**src/rtl/core/rmr_pkg.sv**
```systemverilog
package rmr_pkg;

  localparam int DW     = 32;
  localparam int RNG_W  = 31;
  localparam int BEAR_W = 31;
  localparam int PROD_W = 64;
  localparam int ROOT_W = 32;
  localparam int QUO_W  = 41;
  localparam int DVS_W  = ROOT_W + 1;
  localparam int CW     = 35;
  localparam int ZW     = 34;
  localparam int EW     = 37;
  localparam int SAT_W  = 43;

  // stage counts of the range / range-rate path and of the bearing path outside the CORDIC
  localparam int LAT_PROD     = 2;
  localparam int LAT_SQRT     = ROOT_W;
  localparam int LAT_DIV      = QUO_W + 1;
  localparam int LAT_RATE     = LAT_PROD + LAT_SQRT + LAT_DIV;
  localparam int LAT_OUT      = LAT_RATE + 1;
  localparam int LAT_ATAN_FIX = 6;

  localparam logic signed [ZW-1:0]     HALF_PI_Q30 = 34'sd1686629713;
  localparam logic signed [EW-1:0]     PI_Q30      = 37'sd3373259426;
  localparam logic signed [EW-1:0]     PI_M2_Q30   = 37'sd3373259424;
  localparam logic signed [EW-1:0]     TWO_PI_Q30  = 37'sd6746518852;
  localparam logic signed [EW-1:0]     FOUR_PI_Q30 = 37'sd13493037704;
  localparam logic signed [BEAR_W-1:0] BEAR_LO     = -31'sd843314857;
  localparam logic signed [BEAR_W-1:0] BEAR_HI     = 31'sd843314856;
  localparam logic [QUO_W-1:0]         Q_MAX       = 41'h100_0000_0000;

  typedef logic [29:0]          atan_t;
  typedef logic signed [CW-1:0] cxy_t;
  typedef logic signed [ZW-1:0] cz_t;

  localparam atan_t ATAN_TAB [32] = '{
    30'h3243F6A8, 30'h1DAC6705, 30'h0FADBAFC, 30'h07F56EA6, 30'h03FEAB76, 30'h01FFD55B,
    30'h00FFFAAA, 30'h007FFF55, 30'h003FFFEA, 30'h001FFFFD, 30'h000FFFFF, 30'h0007FFFF,
    30'h0003FFFF, 30'h0001FFFF, 30'h0000FFFF, 30'h00007FFF, 30'h00003FFF, 30'h00001FFF,
    30'h00000FFF, 30'h000007FF, 30'h000003FF, 30'h000001FF, 30'h000000FF, 30'h0000007F,
    30'h0000003F, 30'h0000001F, 30'h0000000F, 30'h00000008, 30'h00000004, 30'h00000002,
    30'h00000001, 30'h00000000
  };

endpackage

```
**src/rtl/core/rmr_sqrt.sv**
```systemverilog
module rmr_sqrt import rmr_pkg::*; (
  input  logic              clk,
  input  logic [PROD_W-1:0] rad,
  output logic [ROOT_W-1:0] root
);

  localparam int RW = ROOT_W + 2;

  logic [PROD_W-1:0] v_r    [ROOT_W];
  logic [RW-1:0]     rem_r  [ROOT_W];
  logic [ROOT_W-1:0] root_r [ROOT_W];

  for (genvar k = 0; k < ROOT_W; k++) begin : g_stg
    localparam int P = ROOT_W - 1 - k;
    logic [PROD_W-1:0] v_in;
    logic [RW-1:0]     rem_in;
    logic [ROOT_W-1:0] root_in;
    logic [RW+1:0]     t, trial;

    if (k == 0) begin : g_first
      assign v_in    = rad;
      assign rem_in  = '0;
      assign root_in = '0;
    end else begin : g_next
      assign v_in    = v_r[k-1];
      assign rem_in  = rem_r[k-1];
      assign root_in = root_r[k-1];
    end

    // bring down the next bit pair, try root*4+1
    assign t     = {rem_in, v_in[2*P+1 -: 2]};
    assign trial = (RW+2)'({root_in, 2'b01});

    always_ff @(posedge clk) begin
      v_r[k] <= v_in;
      if (t >= trial) begin
        rem_r[k]  <= RW'(t - trial);
        root_r[k] <= {root_in[ROOT_W-2:0], 1'b1};
      end else begin
        rem_r[k]  <= RW'(t);
        root_r[k] <= {root_in[ROOT_W-2:0], 1'b0};
      end
    end
  end

  assign root = root_r[ROOT_W-1];

endmodule

```
**config.mk**
```make
export PLATFORM = sky130hd
export DESIGN_NAME = rmr_sqrt
export DESIGN_NICKNAME = d
export VERILOG_FILES = /design/src/rtl/core/rmr_pkg.sv /design/src/rtl/core/rmr_sqrt.sv
export SDC_FILE = /design/constraint.sdc
export NUM_CORES = 2
export LEC_CHECK = 0
export BUFFER_PORTS_ARGS = -buffer_cell sky130_fd_sc_hd__buf_4
export CORE_UTILIZATION = 56
export DETAILED_ROUTE_END_ITERATION = 8
export PLACE_DENSITY = 0.79
export SLEW_MARGIN = 20
export SYNTH_ARGS = -nofsm -noshare
export SYNTH_HDL_FRONTEND = slang
export SYNTH_MEMORY_MAX_BITS = 65536
export SYNTH_SLANG_ARGS = --single-unit
```
**constraint.sdc**
```tcl
create_clock -name clk -period 3.6 [get_ports clk]
set_input_delay 0.18 -clock clk [delete_from_list [all_inputs] [get_ports clk]]
set_output_delay 0.18 -clock clk [all_outputs]
set_load 0.01 [all_outputs]
```
==> impl_metrics.py <==
metrics = {
    "run_status": {
        "run_status": "complete, but fails checks",
        "failed_checks": "setup timing",
    },
    "place": {
        "dpl_worst_slack_ps": -106,
        "placement.cell_area_um2": 96000,
        "hpwl_mm": 156,
        "place_congestion": 0.984,
        "place_inst": 11300,
        "buffer_ports.inserted": 96,
    },
    "synthesis": {
        "muxShareOfSynthArea_pct": 0.626,
        "synth.yosys.warnings": 0,
        "cells_after_synthesis": 9082,
        "synth_enable_flop_cells": 0,
        "synth_seq_area_share_pct": 55.0,
        "syn_area_um2": 91800,
        "post_synth_num_cell_types": 79,
        "synth-compound-area-share_pct": 12.8,
        "flip_flop_and_latch_count_after_synthesis": 2523,
        "combinational_family_with_the_most_area_after_synthesis": "compound AO/OA/AOI/OAI gates",
        "synthFlopType": "sky130_fd_sc_hd__dfxtp_1",
        "post_synth_fa_ha_maj_area_fraction_pct": 7.66,
        "postSynth.asyncResetShare_pct": 0,
        "synth_simple_gate_area_share_pct": 12.3,
        "syn_avg_cell_area_um2": 10.1,
        "synth.net_count": 9709,
        "synthXorXnorAreaFrac_pct": 7.86,
    },
    "drt": {
        "drtAntennaViolNets": 0,
        "dr.pass1.iters": 6,
        "highest_layer": "met4",
        "wl_met1_mm": 88.4,
        "drt_iter0_drc": 4081,
        "drt_wl_total_mm": 212,
        "drcViolationCount": 0,
        "detailroute.wirelength.met3_mm": 9.49,
        "via_count": 64400,
        "met2RoutedLength_mm": 103,
        "wl_per_instance_um": 17.7,
        "route.detailed.vias_per_inst": 5.41,
    },
    "clock_network": {
        "number_of_sinks_on_the_clock_net": 2523,
        "tritoncts": "done",
        "clkSlewWorstSetupHoldPaths_ps": 60,
        "cts-buffers-inserted": 236,
        "clock_path_buffers": 3,
        "worstSkewPairLatency_ps": 890,
        "cts_root_buf": "sky130_fd_sc_hd__clkbuf_16",
        "cts_htree_levels": 4,
    },
    "job": {
        "max_cap_viol_count": 0,
    },
    "floorplan": {
        "die_h_um": 407,
        "pin_count": 97,
        "dieArea_um2": 166000,
        "floorplan.rows": 148,
        "dieWidth_um": 407,
        "starting_density_pct": 56.4,
        "placeableCoreArea_um2": 163000,
    },
    "setup_path": {
        "required_ps": 4350,
        "path_delay_family": "simple AND/OR/NAND/NOR gates",
        "critPathKind": "flip-flop to flip-flop",
        "crit_path_cell_trace": "or4_4 -> or4b_4 -> or4_4 -> or4_4 -> or3_4 -> nor4_4 -> buf_4 -> buf_6 -> nor4_1 -> xor2_1",
        "critical_path_buf_inv_count": 2,
        "crit_path_end_kind": "flip-flop",
        "worstSetupStartpoint": "rem_r[0][148]$_DFF_P_",
        "cp_max_fo": 6,
        "critical_path.max_stage_delay_ps": 530,
        "cp_data_arrival_time_ps": 4370,
        "r2r-start": "rem_r[0][148]$_DFF_P_",
        "crit_slowest_cell": "sky130_fd_sc_hd__or4_4",
        "critical_path_source_type": "flip-flop",
        "crit_path_frequent_cell": "sky130_fd_sc_hd__or4_4",
    },
    "cells_and_area": {
        "fin_util_pct": 65.3,
        "final_cell_mix": "sky130_fd_sc_hd__dfxtp_1 (2,522), sky130_fd_sc_hd__inv_1 (747), sky130_fd_sc_hd__nand2_1 (663), sky130_fd_sc_hd__ha_1 (562), sky130_fd_sc_hd__a21oi_1 (533)",
        "layout.cell_area.non_filler_um2": 106000,
        "layout_cells_sized_above_1_pct": 8.58,
        "syn_to_final_growth_pct": 15.7,
        "final_net_count": 10200,
        "layoutNonFillerInstCount": 11900,
        "layout_commonest_cell": "sky130_fd_sc_hd__dfxtp_1",
    },
    "timing": {
        "timing.final.crit_period_ps": 3620,
        "final.setup_skew_ps": 60.6,
        "worst-slew-pin-transition_ps": 945,
        "timing.final.ws_setup_ps": -15.4,
        "clock.fmax_mhz": 277,
        "setup_viol": 3,
        "maxSlewViolCount": 0,
        "relSlewSlack_pct": 36.3,
        "min_period_over_period_pct": 100,
        "timing_hold_violations_final": 0,
        "grt_setup_unrepaired": "yes",
    },
    "grt": {
        "grt_start_max_net_pins": 60,
        "grt.total_usage_pct": 25.3,
        "sum_of_overflow_across_all_layers_after_global_routing": 0,
        "grt_pass1_vias": 64600,
        "grt_antenna_before_repair": 0,
        "first_pass_grt_wire_length_mm": 336,
    },
    "power_and_ir_drop": {
        "total_leakage_power_uw": 0.0503,
        "power_per_cell_area_nw_per_um2": 701,
        "vdd_ir_drop_max_v": 0.000707,
    },
    "worst_hold_path": {
        "hold_start": "rad[62]",
        "worst_hold_path_type": "input port to flip-flop",
    },
}
tightest hold or removal path: cells and delay by family:
kind | cells | cell delay (ps)
buf+inv | 2 | 680
simple gates | 1 | 100
synthesized netlist by cell type (10+ instances only):
library cell,count,area [µm²]
sky130_fd_sc_hd__a2111oi_0,18,158
sky130_fd_sc_hd__inv_1,748,2810
sky130_fd_sc_hd__a211oi_1,41,308
sky130_fd_sc_hd__xnor2_1,384,3360
sky130_fd_sc_hd__o31ai_1,86,646
sky130_fd_sc_hd__mux2_2,43,484
sky130_fd_sc_hd__nand3b_1,18,135
sky130_fd_sc_hd__o21bai_1,59,443
sky130_fd_sc_hd__nand3_1,128,641
sky130_fd_sc_hd__a211o_1,20,175
sky130_fd_sc_hd__a31o_2,13,114
sky130_fd_sc_hd__nor2_1,503,1890
sky130_fd_sc_hd__dfxtp_1,2523,50500
sky130_fd_sc_hd__and2_1,29,181
sky130_fd_sc_hd__o21ai_0,528,2640
sky130_fd_sc_hd__nor4_1,124,776
sky130_fd_sc_hd__o22ai_1,10,62.6
sky130_fd_sc_hd__o21a_1,108,811
sky130_fd_sc_hd__ha_1,562,7030
sky130_fd_sc_hd__nand4_1,93,582
sky130_fd_sc_hd__o311ai_0,10,87.6
sky130_fd_sc_hd__clkbuf_1,165,619
sky130_fd_sc_hd__nor3b_1,18,135
sky130_fd_sc_hd__and4_1,12,105
sky130_fd_sc_hd__xor2_1,440,3850
sky130_fd_sc_hd__or3_1,105,657
sky130_fd_sc_hd__nor3_1,230,1150
sky130_fd_sc_hd__o211ai_1,25,188
sky130_fd_sc_hd__nand2b_1,101,632
sky130_fd_sc_hd__and3_1,65,407
sky130_fd_sc_hd__a21o_1,281,2110
sky130_fd_sc_hd__o41ai_1,13,114
sky130_fd_sc_hd__nand2_1,664,2490
sky130_fd_sc_hd__a21oi_1,535,2680
sky130_fd_sc_hd__or2_2,41,257
sky130_fd_sc_hd__a21boi_0,24,180
sky130_fd_sc_hd__a31oi_1,47,294
sky130_fd_sc_hd__nor2b_1,85,532
sky130_fd_sc_hd__or4_1,53,398
metrics by stage:
step | hold WS (ps) | power (µW) | setup TNS (ps)
2_1_floorplan | 208 | 43700 | 0
3_3_place_gp | 284 | 47500 | -680
3_5_place_dp | 285 | 47800 | -359
4_1_cts | 43.8 | 74800 | -99.7
5_1_grt | 95.1 | 77900 | -1130
6_report | 118 | 74500 | -17.0
logic make-up after synthesis:
family                   count (synthesis)
AO/OA/AOI/OAI                         1895
XOR/XNOR                               824
adder cells (fa/ha/maj)                562
buffers and inverters                  924
flip-flops                            2523
multiplexers                            52
other                                    1
AND/OR/NAND/NOR                       2301
metal layers:
metal | vias up | track usage [%]
li1 | 31900 | -
met1 | 30200 | 29.8
met2 | 1788 | 44.8
met3 | 537 | 3.82
met4 | 0 | 12.6
met5 | - | 0
worst paths after layout:
path                           end  cells past startpoint  slack, ps
max reg2reg  rem_r[0][177]$_DFF_P_                     10        -20
max          rem_r[0][177]$_DFF_P_                     10        -20
min           root_r[0][0]$_DFF_P_                      3        120
min reg2reg    v_r[1][519]$_DFF_P_                      0        290
area by class of cell:
type,instances,area (µm²)
Multi-Input combinational cell,5635,38100
Clock inverter,137,2070
Tap cell,2175,2720
Fill cell,12300,56600
Antenna cell,1,2.50
Sequential cell,2523,50500
Inverter,752,2830
Clock buffer,312,6640
Timing Repair Buffer,386,3320
report_power, final:
part | switching (µW) | internal, µW
clock network | 11000 | 15700
logic | 6290 | 5190
registers | 3790 | 32500
flip-flops by register name, summed over array words and instances, names as in the netlist:
| signal | count |
|---|---|
| v_r | 992 |
| rem_r | 1003 |
| root_r | 528 |
repair_timing:
action / in CTS / in global routing
gates resized for setup: 5 / 43
hold buffers: 128 / 0
hold endpoints to repair: 65 / 0
endpoints found under the setup margin: 11 / 101
pin swaps: 1 / 2
setup buffers: 1 / 7
No activity file was read; power rests on OpenSTA's default activity.
