==> src/rtl/core/rmr_dly.sv <==
module rmr_dly #(
  parameter int WIDTH = 32,
  parameter int DEPTH = 1
) (
  input  logic             clk,
  input  logic [WIDTH-1:0] d,
  output logic [WIDTH-1:0] q
);

  logic [WIDTH-1:0] sr_r [DEPTH];

  always_ff @(posedge clk) begin
    sr_r[0] <= d;
    for (int k = 1; k < DEPTH; k++) begin
      sr_r[k] <= sr_r[k-1];
    end
  end

  assign q = sr_r[DEPTH-1];

endmodule

==> config.mk <==
export PLATFORM = sky130hd
export DESIGN_NAME = rmr_dly
export DESIGN_NICKNAME = d
export VERILOG_FILES = /design/src/rtl/core/rmr_dly.sv
export SDC_FILE = /design/constraint.sdc
export NUM_CORES = 1
export LEC_CHECK = 0
export ABC_CLOCK_PERIOD_IN_PS = 800
export BUFFER_PORTS_ARGS = -buffer_cell sky130_fd_sc_hd__clkbuf_2
export CAP_MARGIN = 20
export CORE_MARGIN = 4
export CORE_UTILIZATION = 35
export DETAILED_ROUTE_END_ITERATION = 10
export PLACE_DENSITY_LB_ADDON = 0.12
export SYNTH_ARGS = -nofsm -noshare
export SYNTH_HDL_FRONTEND = slang
export SYNTH_SLANG_ARGS = --single-unit
export TNS_END_PERCENT = 5
==> constraint.sdc <==
create_clock -name clk -period 0.8 [get_ports clk]
set_clock_uncertainty 0.2 [all_clocks]
set_input_delay 0.04 -clock clk [delete_from_list [all_inputs] [get_ports clk]]
set_output_delay 0.04 -clock clk [all_outputs]
set_load 0.02 [all_outputs]
==> results of run 1 <==
cell usage after synthesis (all sizes together):
library cell / instances
dfxtp: 32
kinds of logic after synthesis:
group / share of synthesized area, %
flops: 100
per-stage QoR:
step	utilization, %	cells	hold slack [ns]	worst slack, ns
floorplan	-	32	-0.132	0.165
global placement	57.5	121	-0.0577	0.102
detailed placement	57.5	121	-0.0561	0.0937
==> results.cfg, run 1 <==
[run_status]
status = aborted with a tool error
haltStage = clock tree synthesis
firstError = [ERROR DPL-0033] detailed placement checks failed during check placement.

[logic_synthesis]
yosys_warnings = 0
syn-instance-count = 32
yosysSeqAreaShare_pct = 100
ys_types = 1
avgSynthCellArea_um2 = 20.0
ys_ff_latch = 32
synth_largest_area_cell = dfxtp_1
yosys.area.top_type_share_pct = 100
syn_nets = 65
synthTopCellsByArea = dfxtp_1 100%
synth_area_um2 = 641

[cts]
htree_levels = 2
cts-resized-gates = 90
postCtsSetupBuffers = 0
clkSinkCount = 32
cts_made_buffers = 5
hold_buffers = 32
clk_path_buf_depth = 2
cts_root_buffer = clkbuf_4

[floorplan]
die_w_um = 50.8
die_h_um = 50.8
ioPinCount = 65
initial_core_util_pct = 37.1
rows = 15

[place]
place_area_um2 = 992
gp_congestion = 0.658
io_buffers = 64
==> inputs of run 2 (changes only) <==
--- a/config.mk
+++ b/config.mk
@@ -8,10 +8,10 @@
 export ABC_CLOCK_PERIOD_IN_PS = 800
 export BUFFER_PORTS_ARGS = -buffer_cell sky130_fd_sc_hd__clkbuf_2
 export CAP_MARGIN = 20
-export CORE_MARGIN = 4
-export CORE_UTILIZATION = 35
+export CORE_AREA = 4 4 65 67
 export DETAILED_ROUTE_END_ITERATION = 10
-export PLACE_DENSITY_LB_ADDON = 0.12
+export DIE_AREA = 0 0 69 71
+export PLACE_DENSITY_LB_ADDON = 0.15
 export SYNTH_ARGS = -nofsm -noshare
 export SYNTH_HDL_FRONTEND = slang
 export SYNTH_SLANG_ARGS = --single-unit
==> run 2 against run 1 <==
Net effect:
- the flow now finishes, with violations (negative setup slack)
- synthesized cell count did not move
- area after synthesis did not move
==> results.cfg, run 2 <==
[run_status]
status = complete, but fails checks
failed_checks = negative setup slack

[grt]
grtUsageTotal_pct = 8.85
grt_start_max_net_pins = 11
overflow = 0
grt_use_met2_pct = 15.9
use_met3_pct = 7.39
grt_pass1_vias = 729
antenna_found_initial = 0
grt_pass1_wl_um = 3280
top_usage_layer = met2
grt_util_met1_pct = 6.73

[logic_synthesis]
yosys_warnings = 0
ys_ff_latch = 32
yosysSeqAreaShare_pct = 100
syn_nets = 65
synthTopCellsByArea = dfxtp_1 100%
synth_largest_area_cell = dfxtp_1
yosys.area.top_type_share_pct = 100
synth-compound-area-share_pct = 0
synth_fa_ha_area_share_pct = 0
synth-edff-count = 0
synthFlopType = dfxtp_1
syn-instance-count = 32
synth_most_common_cell = dfxtp_1
ys_types = 1
synth_common_cells = 32 x dfxtp_1
synth_area_um2 = 641
synthSimpleGateAreaFrac_pct = 0
muxShareOfSynthArea_pct = 0
synth_xor_xnor_area_share_pct = 0
avgSynthCellArea_um2 = 20.0
ys_async_sr_fraction_pct = 0

[place]
dp.cells = 144
gp_congestion = 0.605
io_buffers = 64

[detailed_routing]
via_per_inst = 3.35
drt-initial-drc-count = 5
routed_wl_um = 2010
drc = 0
first_pass_iters = 2
vias = 617
ant_nets = 0
wire_per_inst_um = 10.9

[floorplan]
die_w_um = 69
rows = 22
core_area_um2 = 3630
initial_core_util_pct = 17.6
die_h_um = 71
die-area_um2 = 4900
ioPinCount = 65

[power]
peakVddDrop_mv = 1.08
leakagePower_uw = 0.000825
total_power_uw = 3520
power_density_nw_per_um2 = 1960

[critical_path]
cpLargestDelayFamily = flip-flops
critical_path.max_stage_delay_ns = 0.32
arrival_ns = 0.72
cp_cell_sequence = buf_8
worstPathMaxFanout = 1
worstSetupEndpointType = output port
crit_type = flip-flop to output port
cp_data_required_time_ns = 0.56
cp_slowest_cell = dfxtp_2
worst_setup_path_start_kind = flip-flop
cp_num_buf_inv = 1

[cells_and_area]
regMostFlops = sr_r
areaGrowthSynthToFinish_pct = 180
nMultiInputCombCells = 0
largest_register_ff_count = 32
post_route_cells_drive_above_1_share_pct = 76.5
reg.largest.list = sr_r: 32 flops
multi_input_area_um2 = 0
n_fill_cell = 319
utilization_pct = 49.4
nets = 168
mostFrequentLayoutCells = 32 x dlygate4sd3_1, 32 x clkbuf_2, 32 x buf_8, 32 x dfxtp_2, 6 x clkbuf_8
seqCellArea_um2 = 681
fin_cells = 184
n_antenna_cell = 0

[hold_path]
hold_end = sr_r[0][13]$_DFF_P_
holdCritPathClass = input pin to flip-flop
min_path_cells = 2
worstHoldStart = d[13]

[sta]
fin_setup_tns_ns = -4.92
rsz0062_at_grt = yes
finalCritPeriodShare_pct = 120
slew_headroom_pct = 94.4
drv_slew = 0
period_needed_ns = 0.960
finalHoldViolCount = 0
finalSetupViolations = 32
clock.fmax_mhz = 1040
setup_ws_ns = -0.160
tightest_slew_ns = 0.0837

[cts]
cts_root_buffer = clkbuf_8
clkSinkCount = 32
clkSlewWorstSetupHoldPaths_ns = 0.06
htree_levels = 2
cts_made_buffers = 5
cts_tree = built
clk_path_buf_depth = 2

[run]
drv_cap = 0
run 2: routing by layer:
| metal | up-vias | routed length (um) |
|---|---|---|
| li1 | 302 | - |
| met1 | 269 | 572 |
| met2 | 42 | 1150 |
| met3 | 4 | 267 |
| met4 | 0 | 24 |
| met5 | - | 0 |
run 2: final cells by class:
cell class / instances / share of cell area [%]
Tap cell: 48 / 3.35
Clock inverter: 2 / 0.558
Timing Repair Buffer: 96 / 53.6
Sequential cell: 32 / 37.9
Clock buffer: 6 / 4.60
run 2: through the flow:
stage / instance area, um^2 / hold slack, ns / setup WS (ns)
final: 1790 / 0.198 / -0.160
after global routing: 1790 / 0.197 / -0.196
after CTS: 1750 / 0.187 / -0.185
after detailed placement: 1020 / -0.0561 / 0.0981
after global placement: 1020 / -0.0575 / 0.110
after floorplan: 641 / -0.132 / 0.165
run 2: cells by family after synthesis:
family / count (synthesis)
flops: 32
run 2: where the power goes:
group | switching (uW) | leakage (uW) | total (uW) | internal [uW]
Sequential | 53.9 | 0.000270 | 1750 | 1700
Combinational | 184 | 0.000504 | 552 | 368
Clock | 534 | 0.0000510 | 1220 | 684
Total | 771 | 0.000825 | 3520 | 2750
run 2: how the worst max path moves through the flow:
stage / start / endpoint / slack [ns] / depth (start not counted)
floorplan: sr_r[0][0]$_DFF_P_ / q[0] / 0.16 / 0
global placement: sr_r[0][2]$_DFF_P_ / q[2] / 0.11 / 1
detailed placement: sr_r[0][9]$_DFF_P_ / q[9] / 0.1 / 1
CTS: sr_r[0][0]$_DFF_P_ / q[0] / -0.19 / 1
global route: sr_r[0][17]$_DFF_P_ / q[17] / -0.20 / 1
finish: sr_r[0][31]$_DFF_P_ / q[31] / -0.16 / 1
run 2: what timing repair did:
item | CTS | global route
hold endpoints to repair | 32 | 0
setup endpoints to repair | 32 | 32
hold buffers | 32 | 0
gates resized for setup | 91 | 37
setup buffers | 0 | 0
No activity file was read; power rests on OpenSTA's default activity.
==> inputs of run 3 (changes only) <==
--- a/config.mk
+++ b/config.mk
@@ -8,9 +8,9 @@
 export ABC_CLOCK_PERIOD_IN_PS = 800
 export BUFFER_PORTS_ARGS = -buffer_cell sky130_fd_sc_hd__clkbuf_2
 export CAP_MARGIN = 20
-export CORE_AREA = 4 4 65 67
+export CORE_AREA = 2 2 63 65
 export DETAILED_ROUTE_END_ITERATION = 10
-export DIE_AREA = 0 0 69 71
+export DIE_AREA = 0 0 65 67
 export PLACE_DENSITY_LB_ADDON = 0.15
 export SYNTH_ARGS = -nofsm -noshare
 export SYNTH_HDL_FRONTEND = slang
==> run 3 against run 2 <==
Net effect:
- the run still ends with negative setup slack left
- fmax is 0.82% lower
- critical path depth stayed put
- sequential cell count stayed put
- worst setup slack worse by 0.0079 ns
- largest cell class unchanged
- largest power group unchanged
==> results.cfg, run 3 (synthesis gave the netlist of run 2 again) <==
[cells_and_area]
mostFrequentLayoutCells = 32 x dlygate4sd3_1, 32 x clkbuf_2, 32 x buf_8, 32 x dfxtp_2, 5 x clkbuf_8
utilization_pct = 50.2
nets = 168
fin_cells = 184
nMultiInputCombCells = 0
n_fill_cell = 297
largest_register_ff_count = 32
areaGrowthSynthToFinish_pct = 182
multi_input_area_um2 = 0
post_route_cells_drive_above_1_share_pct = 75.7
reg.largest.list = sr_r: 32 flops
n_antenna_cell = 0
regMostFlops = sr_r

[power]
peakVddDrop_mv = 0.556
power_density_nw_per_um2 = 2090
leakagePower_uw = 0.000829

[grt]
antenna_found_initial = 0
grtUsageTotal_pct = 10.9
overflow = 0
grt_start_max_net_pins = 11
grt_pass1_vias = 702
grt_pass1_wl_um = 3290

[place]
io_buffers = 64
preCtsSetupSlack_ns = 0.0982
dp.cells = 144
gp_congestion = 0.622

[run_status]
status = complete, but fails checks
failed_checks = negative setup slack

[floorplan]
die_w_um = 65
core_area_um2 = 3610
initial_core_util_pct = 17.8
die_h_um = 67
rows = 22
ioPinCount = 65
die-area_um2 = 4360

[sta]
finalCritPeriodShare_pct = 121
drv_slew = 0
slew_headroom_pct = 92.6
clock.fmax_mhz = 1030
finalSetupViolations = 32
finalHoldViolCount = 0
setup_ws_ns = -0.168
fin_setup_tns_ns = -5.01
tightest_slew_ns = 0.111
period_needed_ns = 0.968
rsz0062_at_grt = yes

[critical_path]
critical_path.max_stage_delay_ns = 0.34
cp_data_required_time_ns = 0.56
worstSetupEndpointType = output port
cp_num_buf_inv = 1
worst_setup_path_start_kind = flip-flop
crit_type = flip-flop to output port
cp_slowest_cell = dfxtp_2
cp_cell_sequence = buf_8
cpLargestDelayFamily = flip-flops
arrival_ns = 0.73
worstPathMaxFanout = 1

[detailed_routing]
wire_per_inst_um = 13.0
drt-initial-drc-count = 9
ant_nets = 0
vias = 624
drc = 0
via_per_inst = 3.39
first_pass_iters = 2
routed_wl_um = 2390

[cts]
clkSinkCount = 32
clk_path_buf_depth = 2
cts_made_buffers = 5
postCtsSetupBuffers = 0
clkSlewWorstSetupHoldPaths_ns = 0.06
htree_levels = 2
cts_tree = built
cts_root_buffer = clkbuf_8

[run]
drv_cap = 0

[hold_path]
holdCritPathClass = input pin to flip-flop
[run 3: cell count changes in the layout (fill, tap and decap cells not counted)]
cell	before	now
bufinv_16	0	1
clkbuf_1	0	1
clkbuf_8	6	5
clkinv_2	2	1
[run 3: path summary, 6_finish.rpt]
kind	start	end	slack, ns	cells after the start
max	sr_r[0][12]$_DFF_P_	q[12]	-0.17	1
min	d[30]	sr_r[0][30]$_DFF_P_	0.21	2
[run 3: report_power, final]
group | total (uW) | switching, uW | internal [uW]
clock | 1460 | 540 | 923
sequential | 1750 | 54.9 | 1700
combinational | 561 | 193 | 368
[run 3: per-layer routing]
layer | track usage (%) | part of all wire [%] | vias up
met3 | 3.72 | 5.9 | 8
li1 | - | - | 302
met2 | 22.0 | 63 | 33
met4 | 8.78 | 4.1 | 0
met5 | 0 | 0 | -
met1 | 8.05 | 27 | 281
[run 3: final cells by class]
class / instances / area (um^2) / share of cell area [%]
clock inverters: 2 / 35.0 / 1.94
clock buffers: 6 / 72.6 / 4.01
well taps: 48 / 60.1 / 3.32
repair buffers: 96 / 961 / 53.1
flip-flops and latches: 32 / 681 / 37.6
[run 3: metrics by stage]
step                total power [uW]  hold slack [ns]  area, um^2
global route                    3940            0.194        1810
CTS                             3740            0.192        1760
global placement                2000          -0.0568        1020
floorplan                       1850           -0.132         641
finish                          3780            0.207        1810
detailed placement              2010          -0.0561        1020
[run 3: repair_timing]
item | CTS | global route
hold endpoints to repair | 32 | 0
gates resized for setup | 87 | 38
endpoints found under the setup margin | 32 | 32
hold buffers | 32 | 0
==> inputs of run 4 (changes only) <==
--- a/config.mk
+++ b/config.mk
@@ -5,12 +5,13 @@
 export SDC_FILE = /design/constraint.sdc
 export NUM_CORES = 1
 export LEC_CHECK = 0
-export ABC_CLOCK_PERIOD_IN_PS = 800
+export ABC_CLOCK_PERIOD_IN_PS = 1100
 export BUFFER_PORTS_ARGS = -buffer_cell sky130_fd_sc_hd__clkbuf_2
 export CAP_MARGIN = 20
 export CORE_AREA = 2 2 63 65
 export DETAILED_ROUTE_END_ITERATION = 10
 export DIE_AREA = 0 0 65 67
+export MAX_ROUTING_LAYER = met4
 export PLACE_DENSITY_LB_ADDON = 0.15
 export SYNTH_ARGS = -nofsm -noshare
 export SYNTH_HDL_FRONTEND = slang
==> constraint.sdc (replaced) <==
create_clock -name clk -period 1.1 [get_ports clk]
set_clock_uncertainty 0.2 [all_clocks]
set_input_delay 0.055 -clock clk [delete_from_list [all_inputs] [get_ports clk]]
set_output_delay 0.055 -clock clk [all_outputs]
set_load 0.02 [all_outputs]
==> run 4 against run 3 <==
Net effect:
- the flow now finishes without violations
- sequential cell count unchanged
- non-clock buffer count unchanged
- critical endpoint is now q[15]
- critical path type unchanged
- highest routed layer unchanged
- sequential share of layout area increased by 6.6 points
- worst setup slack improved by 0.24 ns
==> results.cfg, run 4 (synthesis gave the netlist of run 2 again) <==
[sta]
finalHoldViolCount = 0
slew_headroom_pct = 91.1
rsz0062_at_grt = no
fin_setup_tns_ns = 0
finalSetupViolations = 0
tightest_slew_ns = 0.135
clock.fmax_mhz = 977
finalCritPeriodShare_pct = 93.1
period_needed_ns = 1.02
drv_slew = 0

[critical_path]
arrival_ns = 0.77
worstPathMaxFanout = 1
cp_data_required_time_ns = 0.84
worstSetupEndpointType = output port
cp_cell_sequence = clkbuf_2
critical_path.max_stage_delay_ns = 0.32
worst_setup_path_start_kind = flip-flop
cpLargestDelayFamily = flip-flops
cp_num_buf_inv = 1
crit_type = flip-flop to output port
cp_slowest_cell = dfxtp_1

[place]
gp_congestion = 0.627
place_area_um2 = 1020
dp.cells = 144
io_buffers = 64

[grt]
grt_start_max_net_pins = 11
grtUsageTotal_pct = 9.84
antenna_found_initial = 0
overflow = 0
grt_pass1_vias = 619
grt_pass1_wl_um = 2840

[power]
p_switching_uw = 548
swShare_pct = 21.1
peakVddDrop_mv = 0.484
total_power_uw = 2590
p_seq_share_pct = 47.7
power_density_nw_per_um2 = 1790
p_int_uw = 2050
clockPowerShare_pct = 41.3
leakagePower_uw = 0.000725
power_frac_comb_pct = 11.0

[cts]
clkSinkCount = 32
cts_tree = built
htree_levels = 2
cts_root_buffer = clkbuf_8
cts_made_buffers = 5
clk_path_buf_depth = 2
postCtsSetupBuffers = 0
clkSlewWorstSetupHoldPaths_ns = 0.06

[floorplan]
die_w_um = 65
rows = 22
die-area_um2 = 4360
ioPinCount = 65
die_h_um = 67
initial_core_util_pct = 17.8
core_area_um2 = 3610

[detailed_routing]
wire_per_inst_um = 10.9
first_pass_iters = 4
drt-initial-drc-count = 4
ant_nets = 0
via_per_inst = 3.32
vias = 610
drc = 0
routed_wl_um = 2000

[cells_and_area]
nets = 168
fin_cells = 184
mostFrequentLayoutCell = clkbuf_2
largest_register_ff_count = 32
regMostFlops = sr_r
post_route_cells_drive_above_1_share_pct = 52.2
n_antenna_cell = 0
reg.largest.list = sr_r: 32 flops
final_area_um2 = 1450
n_fill_cell = 336
mostFrequentLayoutCells = 64 x clkbuf_2, 32 x dlygate4sd3_1, 32 x dfxtp_1
multi_input_area_um2 = 0
areaGrowthSynthToFinish_pct = 126
utilization_pct = 40.2
nMultiInputCombCells = 0

[run_status]
status = finished clean

[hold_path]
holdCritPathClass = input pin to flip-flop

[run]
drv_cap = 0
run 4: final timing paths:
| path | cells after the start | start | endpoint | slack [ns] |
|---|---|---|---|---|
| worst max-delay path | 1 | sr_r[0][15]$_DFF_P_ | q[15] | 0.08 |
| worst min-delay path | 2 | d[9] | sr_r[0][9]$_DFF_P_ | 0.22 |
run 4: timing repair:
item                                    4_1_cts  5_1_grt
endpoints found under the setup margin        0        0
hold buffers                                 32        0
resized for setup                             0        0
endpoints found under the hold margin        32        0
run 4: power groups by stage:
stage / registers, uW / logic, uW / clock network (uW)
6_report: 1240 / 286 / 1070
3_3_place_gp: 1260 / 195 / 0
2_1_floorplan: 1340 / 0 / 0
5_1_grt: 1240 / 303 / 1160
4_1_cts: 1240 / 285 / 1090
3_5_place_dp: 1260 / 195 / 0
run 4: cell type report:
class | instances | area (um^2) | share of cell area, %
timing repair buffer | 96 | 641 | 44.2
clock inverter | 2 | 35.0 | 2.42
clock buffer | 6 | 72.6 | 5.01
tap | 48 | 60.1 | 4.15
sequential | 32 | 641 | 44.2
run 4: routing by layer:
| layer | track usage [%] | vias up | routed length, um |
|---|---|---|---|
| met5 | - | - | 0 |
| met4 | 9.31 | 0 | 102 |
| met3 | 4.05 | 8 | 149 |
| met2 | 17.4 | 34 | 1140 |
| met1 | 7.53 | 267 | 603 |
| li1 | - | 301 | - |
run 4: stage by stage:
step	worst slack [ns]	hold slack [ns]
final	0.0763	0.216
after detailed placement	0.378	-0.0411
after global routing	0.0254	0.208
after CTS	0.0644	0.202
after floorplan	0.450	-0.117
after global placement	0.384	-0.0418
